<file path="src/sv/wsw_pkg.sv">
// Package: sizes, derived widths and sequencer states of the working-set window tracker.
`default_nettype none

package wsw_pkg;

    localparam int WINDOW    = 5;
    localparam int PAGE_BITS = 16;

    // Slot index width and result count width (count runs 0..WINDOW)
    localparam int PTR_W = (WINDOW > 1) ? $clog2(WINDOW) : 1;
    localparam int CNT_W = $clog2(WINDOW + 1);

    typedef logic [PAGE_BITS-1:0] page_t;

    typedef enum logic [1:0] {
        ST_IDLE,
        ST_WALK,
        ST_EMIT
    } state_t;

endpackage

`default_nettype wire

</file>
<file path="src/sv/wsw_ram.sv">
// Generic single-write, single-read synchronous RAM with registered read data.
`default_nettype none

module wsw_ram #(
    parameter int WIDTH = 16,
    parameter int DEPTH = 8
) (
    input  wire logic                                     clk,
    input  wire logic                                     we,
    input  wire logic [((DEPTH > 1) ? $clog2(DEPTH) : 1)-1:0] waddr,
    input  wire logic [WIDTH-1:0]                         wdata,
    input  wire logic [((DEPTH > 1) ? $clog2(DEPTH) : 1)-1:0] raddr,
    output logic      [WIDTH-1:0]                         rdata
);

    logic [WIDTH-1:0] mem [DEPTH];

    always_ff @(posedge clk)
    begin
        if (we)
        begin
            mem[waddr] <= wdata;
        end
        rdata <= mem[raddr];
    end

endmodule

`default_nettype wire

</file>
<file path="src/sv/working_set_window_tracker_top.sv">
// Top level: working-set window tracker with window RAM, valid bits and walk sequencer.
//
// Usage
//   Input channel (page, in_valid, in_ready): one request is one page reference.
//   in_ready is high only while the block is idle; one request is held at a time.
//   Output channel (ws_page, last, out_valid, out_ready): for each request the
//   block returns every distinct valid page of the window, oldest slot first,
//   then newest to older; last marks the final result of the request.
//   Timing: the accept edge writes the page into the window RAM. The walk then
//   reads one slot per cycle from the RAM (one read port, registered read data)
//   and visits every slot of the window. Results leave as soon as a following
//   distinct page or the end of the walk is known; the final result is offered
//   only after the walk has ended. A new request is taken only once the final
//   result of the last one has been taken, a pace set by the single RAM read
//   port and the end-of-walk step.
//   Stall: if out_ready is low the current result holds with its payload steady;
//   the walk carries on into the held-result list and the block waits.
//   Reset (rst_n low, asynchronous): all slots become unused, the write pointer
//   returns to slot zero and the sequencer idles. RAM contents are not cleared:
//   the per-slot valid bits mask them.
`default_nettype none

module working_set_window_tracker_top
    import wsw_pkg::*;
(
    input  wire logic        clk,
    input  wire logic        rst_n,
    input  wire logic [15:0] page,
    input  wire logic        in_valid,
    output logic             in_ready,
    output logic      [15:0] ws_page,
    output logic             last,
    output logic             out_valid,
    input  wire logic        out_ready
);

    state_t              state_reg, state_next;
    logic [PTR_W-1:0]    wptr_reg, wptr_next;
    logic [WINDOW-1:0]   valid_reg, valid_next;
    logic [PTR_W-1:0]    rd_slot_reg, rd_slot_next;
    logic [CNT_W-1:0]    issue_cnt_reg, issue_cnt_next;
    logic                chk_reg, chk_next;
    logic [CNT_W-1:0]    count_reg, count_next;
    logic [CNT_W-1:0]    emit_idx_reg, emit_idx_next;
    page_t               seen_reg [WINDOW];

    page_t               ram_rdata;
    page_t               page_st;
    logic                in_fire;
    logic                out_fire;
    logic                issuing;
    logic                dup;
    logic                append;
    logic                last_int;
    logic                walk_end;

    assign page_st  = PAGE_BITS'(page);
    assign in_fire  = in_valid && in_ready;
    assign out_fire = out_valid && out_ready;
    assign issuing  = (state_reg == ST_WALK) && (issue_cnt_reg < CNT_W'(WINDOW));
    assign walk_end = (state_reg == ST_WALK) && (issue_cnt_reg == CNT_W'(WINDOW)) && !chk_reg;

    // Window RAM: written on acceptance, read one slot per walk cycle
    wsw_ram #(
        .WIDTH (PAGE_BITS),
        .DEPTH (WINDOW)
    ) u_window_ram (
        .clk   (clk),
        .we    (in_fire),
        .waddr (wptr_reg),
        .wdata (page_st),
        .raddr (rd_slot_reg),
        .rdata (ram_rdata)
    );

    // Compare the returned page against every page already kept for this request
    always_comb
    begin
        dup = 1'b0;
        for (int j = 0; j < WINDOW; j++)
        begin
            if ((CNT_W'(j) < count_reg) && (seen_reg[j] == ram_rdata))
            begin
                dup = 1'b1;
            end
        end
    end

    assign append = chk_reg && !dup;

    // Next state
    always_comb
    begin
        state_next = state_reg;
        unique case (state_reg)
            ST_IDLE:
            begin
                if (in_fire)
                begin
                    state_next = ST_WALK;
                end
            end
            ST_WALK:
            begin
                if (walk_end)
                begin
                    state_next = ST_EMIT;
                end
            end
            ST_EMIT:
            begin
                if (out_fire && last_int)
                begin
                    state_next = ST_IDLE;
                end
            end
            default:
            begin
                state_next = ST_IDLE;
            end
        endcase
    end

    // Outputs of the sequencer
    always_comb
    begin
        in_ready  = 1'b0;
        out_valid = 1'b0;
        last_int  = 1'b0;
        unique case (state_reg)
            ST_IDLE:
            begin
                in_ready = 1'b1;
            end
            ST_WALK:
            begin
                // Release a result only once a later distinct page proves it is not last
                out_valid = (emit_idx_reg + CNT_W'(1)) < count_reg;
            end
            ST_EMIT:
            begin
                out_valid = emit_idx_reg < count_reg;
                last_int  = (emit_idx_reg + CNT_W'(1)) == count_reg;
            end
            default:
            begin
                in_ready = 1'b0;
            end
        endcase
    end

    assign last    = last_int;
    assign ws_page = 16'(seen_reg[emit_idx_reg[PTR_W-1:0]]);

    // Datapath next values
    always_comb
    begin
        wptr_next      = wptr_reg;
        valid_next     = valid_reg;
        rd_slot_next   = rd_slot_reg;
        issue_cnt_next = issue_cnt_reg;
        chk_next       = 1'b0;
        count_next     = count_reg;
        emit_idx_next  = emit_idx_reg;

        if (in_fire)
        begin
            // Mark the slot, move the pointer back and start the walk there
            valid_next[wptr_reg] = 1'b1;
            wptr_next      = (wptr_reg == '0) ? PTR_W'(WINDOW - 1) : wptr_reg - PTR_W'(1);
            rd_slot_next   = wptr_next;
            issue_cnt_next = '0;
            count_next     = '0;
            emit_idx_next  = '0;
        end
        else
        begin
            if (issuing)
            begin
                chk_next       = valid_reg[rd_slot_reg];
                issue_cnt_next = issue_cnt_reg + CNT_W'(1);
                rd_slot_next   = (rd_slot_reg == PTR_W'(WINDOW - 1)) ? '0
                                                                   : rd_slot_reg + PTR_W'(1);
            end
            if (append)
            begin
                count_next = count_reg + CNT_W'(1);
            end
            if (out_fire)
            begin
                emit_idx_next = emit_idx_reg + CNT_W'(1);
            end
        end
    end

    always_ff @(posedge clk or negedge rst_n)
    begin
        if (!rst_n)
        begin
            state_reg     <= ST_IDLE;
            wptr_reg      <= '0;
            valid_reg     <= '0;
            rd_slot_reg   <= '0;
            issue_cnt_reg <= '0;
            chk_reg       <= 1'b0;
            count_reg     <= '0;
            emit_idx_reg  <= '0;
        end
        else
        begin
            state_reg     <= state_next;
            wptr_reg      <= wptr_next;
            valid_reg     <= valid_next;
            rd_slot_reg   <= rd_slot_next;
            issue_cnt_reg <= issue_cnt_next;
            chk_reg       <= chk_next;
            count_reg     <= count_next;
            emit_idx_reg  <= emit_idx_next;
        end
    end

    // Held-result list: append each new distinct page
    always_ff @(posedge clk)
    begin
        if (append)
        begin
            seen_reg[count_reg[PTR_W-1:0]] <= ram_rdata;
        end
    end

    // Never offer a result while taking a new request
    a_no_overlap: assert property (@(posedge clk) disable iff (!rst_n)
        !(in_ready && out_valid))
        else $error("result offered while idle");

    // The final result hands control back to the input side
    a_last_idle: assert property (@(posedge clk) disable iff (!rst_n)
        (out_valid && out_ready && last) |=> in_ready)
        else $error("block not idle after final result");

    // An accepted request leaves its slot valid and starts the walk
    a_slot_valid: assert property (@(posedge clk) disable iff (!rst_n)
        (in_valid && in_ready) |=> (valid_reg[$past(wptr_reg)] && state_reg == ST_WALK))
        else $error("written slot not marked valid");

    // Emission never overtakes the held-result list, which never overflows
    a_emit_bound: assert property (@(posedge clk) disable iff (!rst_n)
        (emit_idx_reg <= count_reg) && (count_reg <= CNT_W'(WINDOW)))
        else $error("result index out of range");

    // The walk always finds at least the page just written
    a_nonempty: assert property (@(posedge clk) disable iff (!rst_n)
        (state_reg == ST_EMIT) |-> (count_reg != '0))
        else $error("walk ended with no result");

endmodule

`default_nettype wire
</file>
<file path="config.mk">
export PLATFORM = sky130hd
export DESIGN_NAME = working_set_window_tracker_top
export DESIGN_NICKNAME = d
export VERILOG_FILES = /design/src/sv/wsw_pkg.sv /design/src/sv/wsw_ram.sv /design/src/sv/working_set_window_tracker_top.sv
export SDC_FILE = /design/constraint.sdc
export NUM_CORES = 1
export LEC_CHECK = 0
export BUFFER_PORTS_ARGS = -buffer_cell sky130_fd_sc_hd__buf_2
export CAP_MARGIN = 20
export CORE_UTILIZATION = 39
export CTS_CLUSTER_DIAMETER = 50
export DETAILED_ROUTE_END_ITERATION = 10
export PLACE_DENSITY = 0.62
export SYNTH_ARGS = -nofsm -noshare
export SYNTH_HDL_FRONTEND = slang
export SYNTH_SLANG_ARGS = --single-unit
</file>
<file path="constraint.sdc">
create_clock -name clk -period 5.9 [get_ports clk]
set_input_delay 0.295 -clock clk [delete_from_list [all_inputs] [get_ports clk]]
set_output_delay 0.295 -clock clk [all_outputs]
set_load 0.02 [all_outputs]
</file>
==> metrics.csv, run 1 <==
metric;value;unit
post-layout min period;3.431;ns
final setup violation count;0;
post-route cell area;0.01215;mm²
Slew @ Worst Pin;1.086;ns
Seq/Total Area, Yosys;67.92;%
H-tree levels;1;
Post-Synthesis Cells;605;
I/O Pins;39;
commonest cells after routing, fill and taps aside;208 x edfxtp_1, 73 x xor2_1, 48 x mux4_2, 38 x buf_2, 32 x mux2_2;
n_diodes;0;
Post-route DRC;3;
number of synthesized flops with an enable pin;208;
Clock Sinks;247;
clk slew on worst S/H paths;0.06;ns
CP Max Fanout;13;
headroom to the max-slew limit;27.58;%
Ys Warns;0;
gr usage total;16.16;%
die extent in x;166.2;µm
core area;0.02628;mm²
chip height;166.2;µm
initial antenna violation count;0;
sum of negative setup slack;0;ns
fillers;2251;
Net count, final;697;
Syn-to-layout area delta;15.53;%
number of flip-flops in the largest register;128;
number of max-cap violations;0;
Setup CP Type;reg -> reg;
pwr dens;480.7;mW/mm²
antenna viol nets, final;0;
maximum VDD drop;252.4;µV
first-pass GRT wire length;33890;µm
syn_nets;641;
commonest non-fill, non-tap cell in the layout;edfxtp_1;
routed vias;5440;
crit path DAT;3.66;ns
R2R setup slack;2.47;ns
initial drt markers;402;
critical path capture point type;flip-flop;
final hold slack;0.09589;ns
die area;0.02762;mm²
status;finished with violations;
CTS resizes;0;
Highest Signal Layer;met4;
final core occ;46.22;%
Routability Congestion;0.8085;
WL/cell;21.75;µm
failing checks;design-rule violations;
syn_area_per_cell;17.38;µm²
Max Buffers Root-to-Sink;3;
FFs w/ async S/R, synth;9.312;%
dpl hpwl;14030;µm
synth unique cells;45;
largest net degree at the start of global routing;36;
Non-Filler Instances;1018;
clock skew;0.02172;ns
latest clock arrival within the worst-skew pair;0.55;ns
share of cells above drive strength 1;26.35;%
LEAKAGE;4.155;nW
worst path required time;6.13;ns
top_reg_cell synth;edfxtp_1;
routed wl met2;10800;µm
Mapped Area;0.01052;mm²
Area after DPL;0.01104;mm²
Starting Density;40.01;%
RSZ-0062 raised after global routing;no;
Slew Viols, Final;0;
FMAX;291.5;MHz
Inst Count DP;947;
grt ovf;0;
# hold bufs at CTS;17;
final wirelength;22140;µm
met1 WL;9595;µm
final hold vios;0;
vias in the first global route;5667;
Worst setup SP type;flip-flop;
CTS tree;done;
Final period util;58.15;%
met3 WL;1253;µm
post-CTS setup buffers;0;
clock root buffer;clkbuf_16;
# port buffers;38;
# rows;59;
CTS buffer count;30;
FF+latch count, synth;247;
drt first pass iters;8;
vias per inst;5.344;
HP Class;in -> reg;
## metrics by stage
stage | worst slack [ns] | power, mW
after detailed placement | 2.494 | 4.156
after global placement | 2.651 | 4.102
after CTS | 2.466 | 5.895
final | 2.469 | 5.840
after floorplan | 2.243 | 3.672
after global routing | 2.238 | 6.121
## synth_stat cells, drive strengths merged, types with 3 or more instances
master	instances	share of area, %
nor4	16	0.95
or2	4	0.24
inv	17	0.61
a21oi	5	0.24
dfrtp	23	5.5
nor3	8	0.43
clkbuf	15	0.54
buf	23	1.1
nand4	4	0.24
o21ai	8	0.38
ha	16	1.9
mux2	33	3.5
nand2	15	0.54
mux2i	5	0.48
dfxtp	16	3.0
nand3	5	0.24
edfxtp	208	59
and2	4	0.24
mux4	48	10
and3	4	0.24
and4	3	0.25
xor2	73	6.1
nor2	14	0.50
nor4b	5	0.42
a31oi	3	0.18
nor2b	3	0.18
xnor2	12	1.0
## metal layers
metal | track usage [%] | vias to the layer above
li1 | - | 2443
met1 | 21.65 | 2793
met2 | 27.19 | 167
met3 | 2.884 | 37
met4 | 4.185 | 0
met5 | 0 | -
## critical path, stage by stage, from the launching register on
cell       delay [ns]
dfxtp_1          0.74
xor2_1           0.26
a2111oi_2        0.08
nand3_1          0.12
o41ai_2          0.10
nor3_2           0.53
nor4b_2          0.89
buf_4            0.36
## final timing paths
check	cells after the start	end	startpoint
min in group asynchronous	2	valid_reg[4]$_DFFE_PN0P_	rst_n
max in group asynchronous	2	emit_idx_reg[0]$_DFFE_PN0P_	rst_n
worst max register to register	7	seen_reg[6][4]$_DFFE_PP_	u_window_ram.rdata[5]$_DFF_P_
worst max-delay path	7	seen_reg[6][4]$_DFFE_PP_	u_window_ram.rdata[5]$_DFF_P_
worst min-delay path	3	state_reg[0]$_DFFE_PN0P_	in_valid
worst min register to register	2	valid_reg[4]$_DFFE_PN0P_	valid_reg[4]$_DFFE_PN0P_
## logic make-up (layout without fill, tap and decap cells)
| logic type | count (synthesis) | after routing | synth area share (%) |
|---|---|---|---|
| XOR/XNOR | 85 | 85 | 7.080 |
| flip-flops | 247 | 247 | 67.92 |
| buffers and inverters | 55 | 133 | 2.261 |
| AND/OR/NAND/NOR | 88 | 88 | 4.664 |
| adder cells (fa/ha/maj) | 16 | 16 | 1.904 |
| AO/OA/AOI/OAI | 28 | 28 | 1.880 |
| multiplexers | 86 | 86 | 14.29 |
## power breakdown
group          internal, mW  switching [mW]  total, mW  leakage (nW)
registers              2.26           0.410       2.67          2.29
clock network          1.02           0.706       1.73         0.462
logic                 0.674           0.764       1.44          1.40
total                  3.96            1.88       5.84          4.15
## cell type report
cell class,count,area (µm²),share of cell area (%)
multi-input cells,303,3172,26.11
clock inverters,19,167.7,1.380
inverters,17,63.81,0.5253
clock buffers,35,769.5,6.334
repair buffers,62,412.9,3.399
well taps,335,419.2,3.450
flip-flops and latches,247,7143,58.80
(Power assumes the default switching activity.)
==> run 2: changes to the inputs <==
--- a/config.mk
+++ b/config.mk
@@ -5,6 +5,7 @@
 export SDC_FILE = /design/constraint.sdc
 export NUM_CORES = 1
 export LEC_CHECK = 0
+export ABC_AREA = 1
 export BUFFER_PORTS_ARGS = -buffer_cell sky130_fd_sc_hd__buf_2
 export CAP_MARGIN = 20
 export CORE_UTILIZATION = 39
==> constraint.sdc (replaced) <==
create_clock -name clk -period 3.4 [get_ports clk]
set_input_delay 0.17 -clock clk [delete_from_list [all_inputs] [get_ports clk]]
set_output_delay 0.17 -clock clk [all_outputs]
set_load 0.02 [all_outputs]
==> run 2 against run 1 <==
  * Register-to-register slack worse by 2.1 ns
  * First-iteration DRC count up 75%
  * Cell area up 5.6%
  * Wire length up 21%
  * Critical endpoint is now seen_reg[1][4]$_DFFE_PP_
  * The flow now finishes without violations
==> metrics.csv, run 2 <==
metric;value;unit;change
status;finished, final reports clean;;was finished with violations
final wirelength;26850;µm;was 22140 µm
R2R setup slack;0.40;ns;was 2.47 ns
Comb power frac;32.2;%;was 24.6%
Starting Density;39.59;%;was 40.01%
drt first pass iters;5;;was 8
Synth top area share;56.79;%;was 59.40%
initial drt markers;703;;was 402
post-layout min period;2.999;ns;was 3.431 ns
final hold vios;0;;unchanged
final setup violation count;0;;unchanged
grt ovf;0;;unchanged
Routability Congestion;0.8997;;was 0.8085
syn_nets;1116;;was 641
core area;0.02778;mm²;was 0.02628 mm²
Area after DPL;0.01168;mm²;was 0.01104 mm²
maximum VDD drop;547.1;µV;was 252.4 µV
Net count, final;1183;;was 697
headroom to the max-slew limit;36.89;%;was 27.58%
Worst setup SP type;flip-flop;;unchanged
Post-route DRC;0;;was 3
synth unique cells;36;;was 45
Yosys top cell by area;edfxtp_1;;unchanged
Worst Hold Path Cells;5;;was 3
dpl hpwl;17300;µm;was 14030 µm
initial antenna violation count;0;;unchanged
top-count cell post-synth;edfxtp_1;;unchanged
clock root buffer;clkbuf_16;;unchanged
Syn-to-layout area delta;16.65;%;was 15.53%
FFs w/ async S/R, synth;9.312;%;unchanged
chip height;169.9;µm;was 166.2 µm
clock skew;0.01889;ns;was 0.02172 ns
fillers;2645;;was 2251
FF+latch count, synth;247;;unchanged
# rows;61;;was 59
Seq/Total Area, Yosys;64.93;%;was 67.92%
antenna viol nets, final;0;;unchanged
largest net degree at the start of global routing;41;;was 36
syn_area_per_cell;10.18;µm²;was 17.38 µm²
H-tree levels;1;;unchanged
Ys Warns;0;;unchanged
R2R Path Start;u_window_ram.rdata[15]$_DFF_P_;;was u_window_ram.rdata[5]$_DFF_P_
RSZ-0062 raised after global routing;no;;unchanged
I/O Pins;39;;unchanged
Final period util;88.20;%;was 58.15%
Pwr Total;11.16;mW;was 5.840 mW
Setup CP Type;reg -> reg;;unchanged
CTS tree;done;;unchanged
top cells by area, synth;edfxtp_1 57%, nand2_1 6.9%, o21ai_0 6.1%, nor2_1 5.6%, dfrtp_1 5.2%;;was edfxtp_1 59%, mux4_2 10%, xor2_1 6.1%, dfrtp_1 5.5%, mux2_2 3.4%
commonest cells after routing, fill and taps aside;208 x edfxtp_1, 202 x nand2_1, 165 x nor2_1, 133 x o21ai_0, 94 x inv_1;;was 208 x edfxtp_1, 73 x xor2_1, 48 x mux4_2, 38 x buf_2, 32 x mux2_2
Slew @ Worst Pin;0.9457;ns;was 1.086 ns
Post-Synthesis Cells;1080;;was 605
die area;0.02888;mm²;was 0.02762 mm²
number of max-cap violations;0;;unchanged
CP Max Fanout;13;;unchanged
WHS Endpoint;state_reg[1]$_DFFE_PN0P_;;was state_reg[0]$_DFFE_PN0P_
vias in the first global route;7689;;was 5667
# port buffers;38;;unchanged
critical path capture point type;flip-flop;;unchanged
number of flip-flops in the largest register;128;;unchanged
n_diodes;0;;unchanged
Non-Filler Instances;1548;;was 1018
internal power;6.908;mW;was 3.960 mW
post-route cell area;0.01283;mm²;was 0.01215 mm²
Worst Min Path Start;out_ready;;was in_valid
FMAX;333.5;MHz;was 291.5 MHz
clk slew on worst S/H paths;0.06;ns;about the same
Clock Sinks;247;;unchanged
share of cells above drive strength 1;11.37;%;was 26.35%
Flop pwr share;40.3;%;was 45.8%
Max Buffers Root-to-Sink;3;;unchanged
pwr dens;869.4;mW/mm²;was 480.7 mW/mm²
Slew Viols, Final;0;;unchanged
switching share of power;38.07;%;was 32.19%
commonest non-fill, non-tap cell in the layout;edfxtp_1;;unchanged
vias per inst;5.041;;was 5.344
reg-to-reg endpoint;seen_reg[1][4]$_DFFE_PP_;;was seen_reg[6][4]$_DFFE_PP_
latest clock arrival within the worst-skew pair;0.54;ns;was 0.55 ns
Worst Reg-to-Reg Cells;11;;was 7
Inst Count DP;1476;;was 947
first-pass GRT wire length;42820;µm;was 33890 µm
gr usage total;19.23;%;was 16.16%
Clock Power Share;27.5;%;was 29.6%
CTS buffer count;29;;was 30
top_reg_cell synth;edfxtp_1;;unchanged
crit path DAT;3.22;ns;was 3.66 ns
Mapped Area;0.01100;mm²;was 0.01052 mm²
routed vias;7804;;was 5440
number of synthesized flops with an enable pin;208;;unchanged
CP startpoint;u_window_ram.rdata[15]$_DFF_P_;;was u_window_ram.rdata[5]$_DFF_P_
die extent in x;169.9;µm;was 166.2 µm
Synth top cells by count;208 x edfxtp_1, 202 x nand2_1, 165 x nor2_1;;was 208 x edfxtp_1, 73 x xor2_1, 48 x mux4_2
LEAKAGE;5.000;nW;was 4.155 nW
HP Class;in -> reg;;unchanged
sum of negative setup slack;0;ns;unchanged
Net Switching;4.247;mW;was 1.880 mW
worst path required time;3.62;ns;was 6.13 ns
WL/cell;17.34;µm;was 21.75 µm
run 2: cell types whose count changed after synthesis, sizes merged, moves of 22 or more:
cell	delta
a31oi	+29
clkbuf	+23
o21ai	+126
xor2	-68
mux4	-48
nand3	+22
a21oi	+43
nor2	+153
mux2	-33
nand2	+190
inv	+83
run 2: worst max-delay path: stages (launching register included):
cell	delay [ns]
dfxtp_1	0.57
inv_1	0.22
nand2_1	0.11
nand2_1	0.07
nand3_1	0.17
nor2_1	0.08
nand3_2	0.08
nand2_2	0.06
nor2_4	0.14
nand2_2	0.19
nor3_2	0.61
buf_4	0.37
run 2: layer usage:
layer / global-route usage (%) / part of all wire [%]
met4: 5.131 / 2.1
met2: 31.79 / 47
met5: 0 / 0
met1: 25.96 / 45
met3: 3.465 / 5.7
run 2: worst max path at each step:
stage                     cells after the start                        to  slack (ns)
after floorplan                              12  seen_reg[4][0]$_DFFE_PP_        0.54
after global placement                       11  seen_reg[2][0]$_DFFE_PP_        0.51
after detailed placement                     11  seen_reg[2][3]$_DFFE_PP_        0.45
after CTS                                    11  seen_reg[4][4]$_DFFE_PP_        0.42
after global routing                         11  seen_reg[5][8]$_DFFE_PP_        0.22
final                                        11  seen_reg[1][4]$_DFFE_PP_        0.40
run 2: repair_timing:
item / 4_1_cts / 5_1_grt
setup buffers: 0 / 0
hold buffers: 18 / 0
gates resized for setup: 0 / 0
hold endpoints to repair: 105 / 0
run 2: kinds of logic after synthesis:
group / count (synthesis) / synth area share, %
AO/OA/AOI/OAI: 224 / 10.74
adder cells (fa/ha/maj): 16 / 1.820
buffers and inverters: 147 / 5.187
AND/OR/NAND/NOR: 425 / 15.65
flip-flops: 247 / 64.93
XOR/XNOR: 21 / 1.672
run 2: through the flow:
step,utilization (%),worst slack [ns],hold WS (ns)
after floorplan,-,0.5399,-0.1256
after global placement,42.06,0.5135,0.1754
after detailed placement,42.06,0.4549,0.1863
after CTS,46.19,0.4209,0.04346
after global routing,46.19,0.2240,0.08340
final,46.19,0.4011,0.06508
run 2: layout make-up:
class	count	area, µm²	share of cell area (%)
tap	378	473.0	3.686
clock buffer	39	813.3	6.338
multi-input combinational	686	3307	25.77
timing repair buffer	81	558.0	4.349
clock inverter	15	153.9	1.199
sequential	247	7143	55.67
inverter	102	382.9	2.984
run 2: power by group through the flow:
| stage | Sequential [mW] | Combinational (mW) | Clock [mW] |
|---|---|---|---|
| 2_1_floorplan | 4.30 | 2.53 | 0 |
| 3_3_place_gp | 4.53 | 3.57 | 0 |
| 3_5_place_dp | 4.56 | 3.58 | 0 |
| 4_1_cts | 4.50 | 3.61 | 3.11 |
| 5_1_grt | 4.58 | 4.04 | 3.24 |
| 6_report | 4.49 | 3.60 | 3.07 |
==> run 3: changes to the inputs <==
--- a/config.mk
+++ b/config.mk
@@ -9,6 +9,7 @@
 export BUFFER_PORTS_ARGS = -buffer_cell sky130_fd_sc_hd__buf_2
 export CAP_MARGIN = 20
 export CORE_UTILIZATION = 39
+export CTS_BUF_LIST = sky130_fd_sc_hd__clkbuf_4
 export CTS_CLUSTER_DIAMETER = 50
 export DETAILED_ROUTE_END_ITERATION = 10
 export PLACE_DENSITY = 0.62
==> run 3 against run 2 <==
  * Worst hold slack got worse by 0.011 ns
  * Worst setup slack lost 0.18 ns
  * Critical path type unchanged
  * Core utilization decreased by 0.19 points
  * Clock power decreased by 12%
  * Critical path depth stayed put
  * Global-route usage is 0.37 points higher
  * Clock skew grew 0.028 ns
  * Maximum frequency decreased by 5.6%
==> metrics.csv, run 3 (same netlist as run 2, synthesis figures left out) <==
metric;value;unit;change
core area;0.02778;mm²;unchanged
Slew Viols, Final;0;;unchanged
sum of negative setup slack;0;ns;unchanged
FMAX;314.8;MHz;was 333.5 MHz
grt ovf;0;;unchanged
WL/cell;16.81;µm;was 17.34 µm
Worst path most repeated cell;nand3_1;;
# port buffers;38;;unchanged
Net Switching;4.209;mW;was 4.247 mW
number of max-cap violations;0;;unchanged
# rows;61;;unchanged
post-layout min period;3.177;ns;was 2.999 ns
first-pass GRT wire length;43190;µm;was 42820 µm
vias in the first global route;7987;;was 7689
Worst setup SP type;flip-flop;;unchanged
final setup violation count;0;;unchanged
Final period util;93.43;%;was 88.20%
die extent in x;169.9;µm;unchanged
Clock Power Share;25.0;%;was 27.5%
CTS buffer count;66;;was 29
GR Util met1;25.59;%;was 25.96%
headroom to the max-slew limit;37.58;%;was 36.89%
largest net degree at the start of global routing;41;;unchanged
LEAKAGE;5.082;nW;was 5.000 nW
maximum VDD drop;439.3;µV;was 547.1 µV
Reg area;0.007143;mm²;unchanged
switching share of power;38.93;%;was 38.07%
post-CTS setup buffers;0;;unchanged
Syn-to-layout area delta;16.18;%;was 16.65%
HP Class;in -> async;;was in -> reg
initial drt markers;738;;was 703
final wirelength;27160;µm;was 26850 µm
Post-route DRC;0;;unchanged
Flop pwr share;41.6;%;was 40.3%
Worst Reg-to-Reg Cells;11;;unchanged
met2 global-route usage;32.27;%;was 31.79%
die area;0.02888;mm²;unchanged
gr usage total;19.60;%;was 19.23%
fillers;2722;;was 2645
GRT met3 Usage;4.326;%;was 3.465%
Inst Count DP;1476;;unchanged
clk slew on worst S/H paths;0.07;ns;was 0.06 ns
clock skew;0.04640;ns;was 0.01889 ns
reg-to-reg endpoint;state_reg[0]$_DFFE_PN0P_;;was seen_reg[1][4]$_DFFE_PP_
busiest grt layer;met2;;unchanged
internal power;6.602;mW;was 6.908 mW
initial antenna violation count;2;;was 0
antenna viol nets, final;0;;unchanged
R2R setup slack;0.22;ns;was 0.40 ns
vias per inst;4.947;;was 5.041
Max Buffers Root-to-Sink;3;;unchanged
Clock Sinks;247;;unchanged
CP Max Fanout;9;;was 13
crit-path cells;buf_4 > ha_1 > a21oi_1 > nand3_1 > a21boi_1 > nand3_1 > a21boi_1 > nand3_1 > dlygate4sd3_1 > nand2_1 > dlygate4sd3_1;;was inv_1 > nand2_1 > nand2_1 > nand3_1 > nor2_1 > nand3_2 > nand2_2 > nor2_4 > nand2_2 > nor3_2 > buf_4
Setup CP Type;reg -> reg;;unchanged
Non-Filler Instances;1616;;was 1548
worst path required time;3.97;ns;was 3.62 ns
commonest cells after routing, fill and taps aside;208 x edfxtp_1, 202 x nand2_1, 165 x nor2_1, 133 x o21ai_0, 109 x clkbuf_4;;was 208 x edfxtp_1, 202 x nand2_1, 165 x nor2_1, 133 x o21ai_0, 94 x inv_1
Routability Congestion;0.8997;;unchanged
clock root buffer;clkbuf_4;;was clkbuf_16
commonest non-fill, non-tap cell in the layout;edfxtp_1;;unchanged
Slowest Stage Delay on Critical Path;0.58;ns;was 0.61 ns
number of flip-flops in the largest register;128;;unchanged
Slew @ Worst Pin;0.9353;ns;was 0.9457 ns
share of cells above drive strength 1;16.17;%;was 11.37%
I/O Pins;39;;unchanged
Starting Density;39.59;%;unchanged
dpl hpwl;17300;µm;unchanged
latest clock arrival within the worst-skew pair;0.65;ns;was 0.54 ns
crit path DAT;3.74;ns;was 3.22 ns
final hold vios;0;;unchanged
Multi-input gate area;0.003307;mm²;unchanged
H-tree levels;3;;was 1
Net count, final;1223;;was 1183
status;finished, final reports clean;;unchanged
Crit-path slowest cell;dlygate4sd3_1;;was nor3_2
Comb power frac;33.4;%;was 32.2%
pwr dens;846.0;mW/mm²;was 869.4 mW/mm²
chip height;169.9;µm;unchanged
R2R Path Start;emit_idx_reg[2]$_DFFE_PN0P_;;was u_window_ram.rdata[15]$_DFF_P_
CTS resizes;0;;unchanged
RSZ-0062 raised after global routing;no;;unchanged
critical path capture point type;flip-flop;;unchanged
drt first pass iters;5;;unchanged
CTS tree;done;;unchanged
routed vias;7995;;was 7804
-- run 3: changes by cell type in the layout (fill, tap and decap cells not counted) --
cell	delta
inv_6	-2
clkbuf_16	-29
clkinv_1	+2
clkinv_2	-3
dlygate4sd3_1	+3
clkbuf_4	+109
clkinv_4	-4
clkbuf_8	-5
inv_2	+4
clkinvlp_4	-2
diode_2	+1
clkbuf_1	-5
bufinv_16	-1
-- run 3: critical path, delay by kind of cell (launching register included) --
kind	cells	cell delay [ns]
buf+inv	3	1.41
flops	1	0.54
fa+ha+maj	1	0.27
compound gates	3	0.54
simple gates	4	0.37
-- run 3: power by group through the flow --
stage	clock [mW]	sequential (mW)	combinational (mW)
after floorplan	0	4.30	2.53
after global placement	0	4.53	3.57
after detailed placement	0	4.56	3.58
after CTS	2.77	4.49	3.63
after global routing	2.92	4.58	4.05
final	2.70	4.50	3.61
-- run 3: stage by stage --
stage | instance area, µm² | utilization [%] | setup WS [ns] | power, mW | hold slack [ns]
finish | 12780 | 46.00 | 0.2233 | 10.81 | 0.05373
global route | 12780 | 46.00 | 0.02514 | 11.56 | 0.07737
CTS | 12780 | 45.99 | 0.2435 | 10.89 | 0.01927
detailed placement | 11680 | 42.06 | 0.4549 | 8.135 | 0.1863
global placement | 11680 | 42.06 | 0.5135 | 8.097 | 0.1754
floorplan | 11000 | - | 0.5399 | 6.831 | -0.1256
-- run 3: worst max-delay path by stage --
stage,startpoint,endpoint,slack (ns)
floorplan,u_window_ram.rdata[4]$_DFF_P_,seen_reg[4][0]$_DFFE_PP_,0.54
global placement,u_window_ram.rdata[15]$_DFF_P_,seen_reg[2][0]$_DFFE_PP_,0.51
detailed placement,u_window_ram.rdata[15]$_DFF_P_,seen_reg[2][3]$_DFFE_PP_,0.45
CTS,emit_idx_reg[2]$_DFFE_PN0P_,state_reg[0]$_DFFE_PN0P_,0.24
global route,emit_idx_reg[0]$_DFFE_PN0P_,state_reg[0]$_DFFE_PN0P_,0.03
finish,emit_idx_reg[2]$_DFFE_PN0P_,state_reg[0]$_DFFE_PN0P_,0.22
-- run 3: metal layers --
| layer | vias to the layer above | share of wire [%] |
|---|---|---|
| met3 | 41 | 6.4 |
| met4 | 0 | 1.6 |
| li1 | 3944 | - |
| met5 | - | 0 |
| met2 | 248 | 47 |
| met1 | 3762 | 45 |
-- run 3: layout make-up --
cell class	instances	share of cell area (%)
Sequential cell	247	55.90
Multi-Input combinational cell	686	25.88
Clock buffer	109	6.404
Timing Repair Buffer	84	4.602
Tap cell	378	3.701
Inverter	102	2.996
Clock inverter	9	0.4994
Antenna cell	1	0.01958
-- run 3: repair_timing --
| item | in CTS | in global routing |
|---|---|---|
| hold endpoints to repair | 107 | 0 |
| setup endpoints to repair | 0 | 0 |
| hold buffers | 21 | 0 |
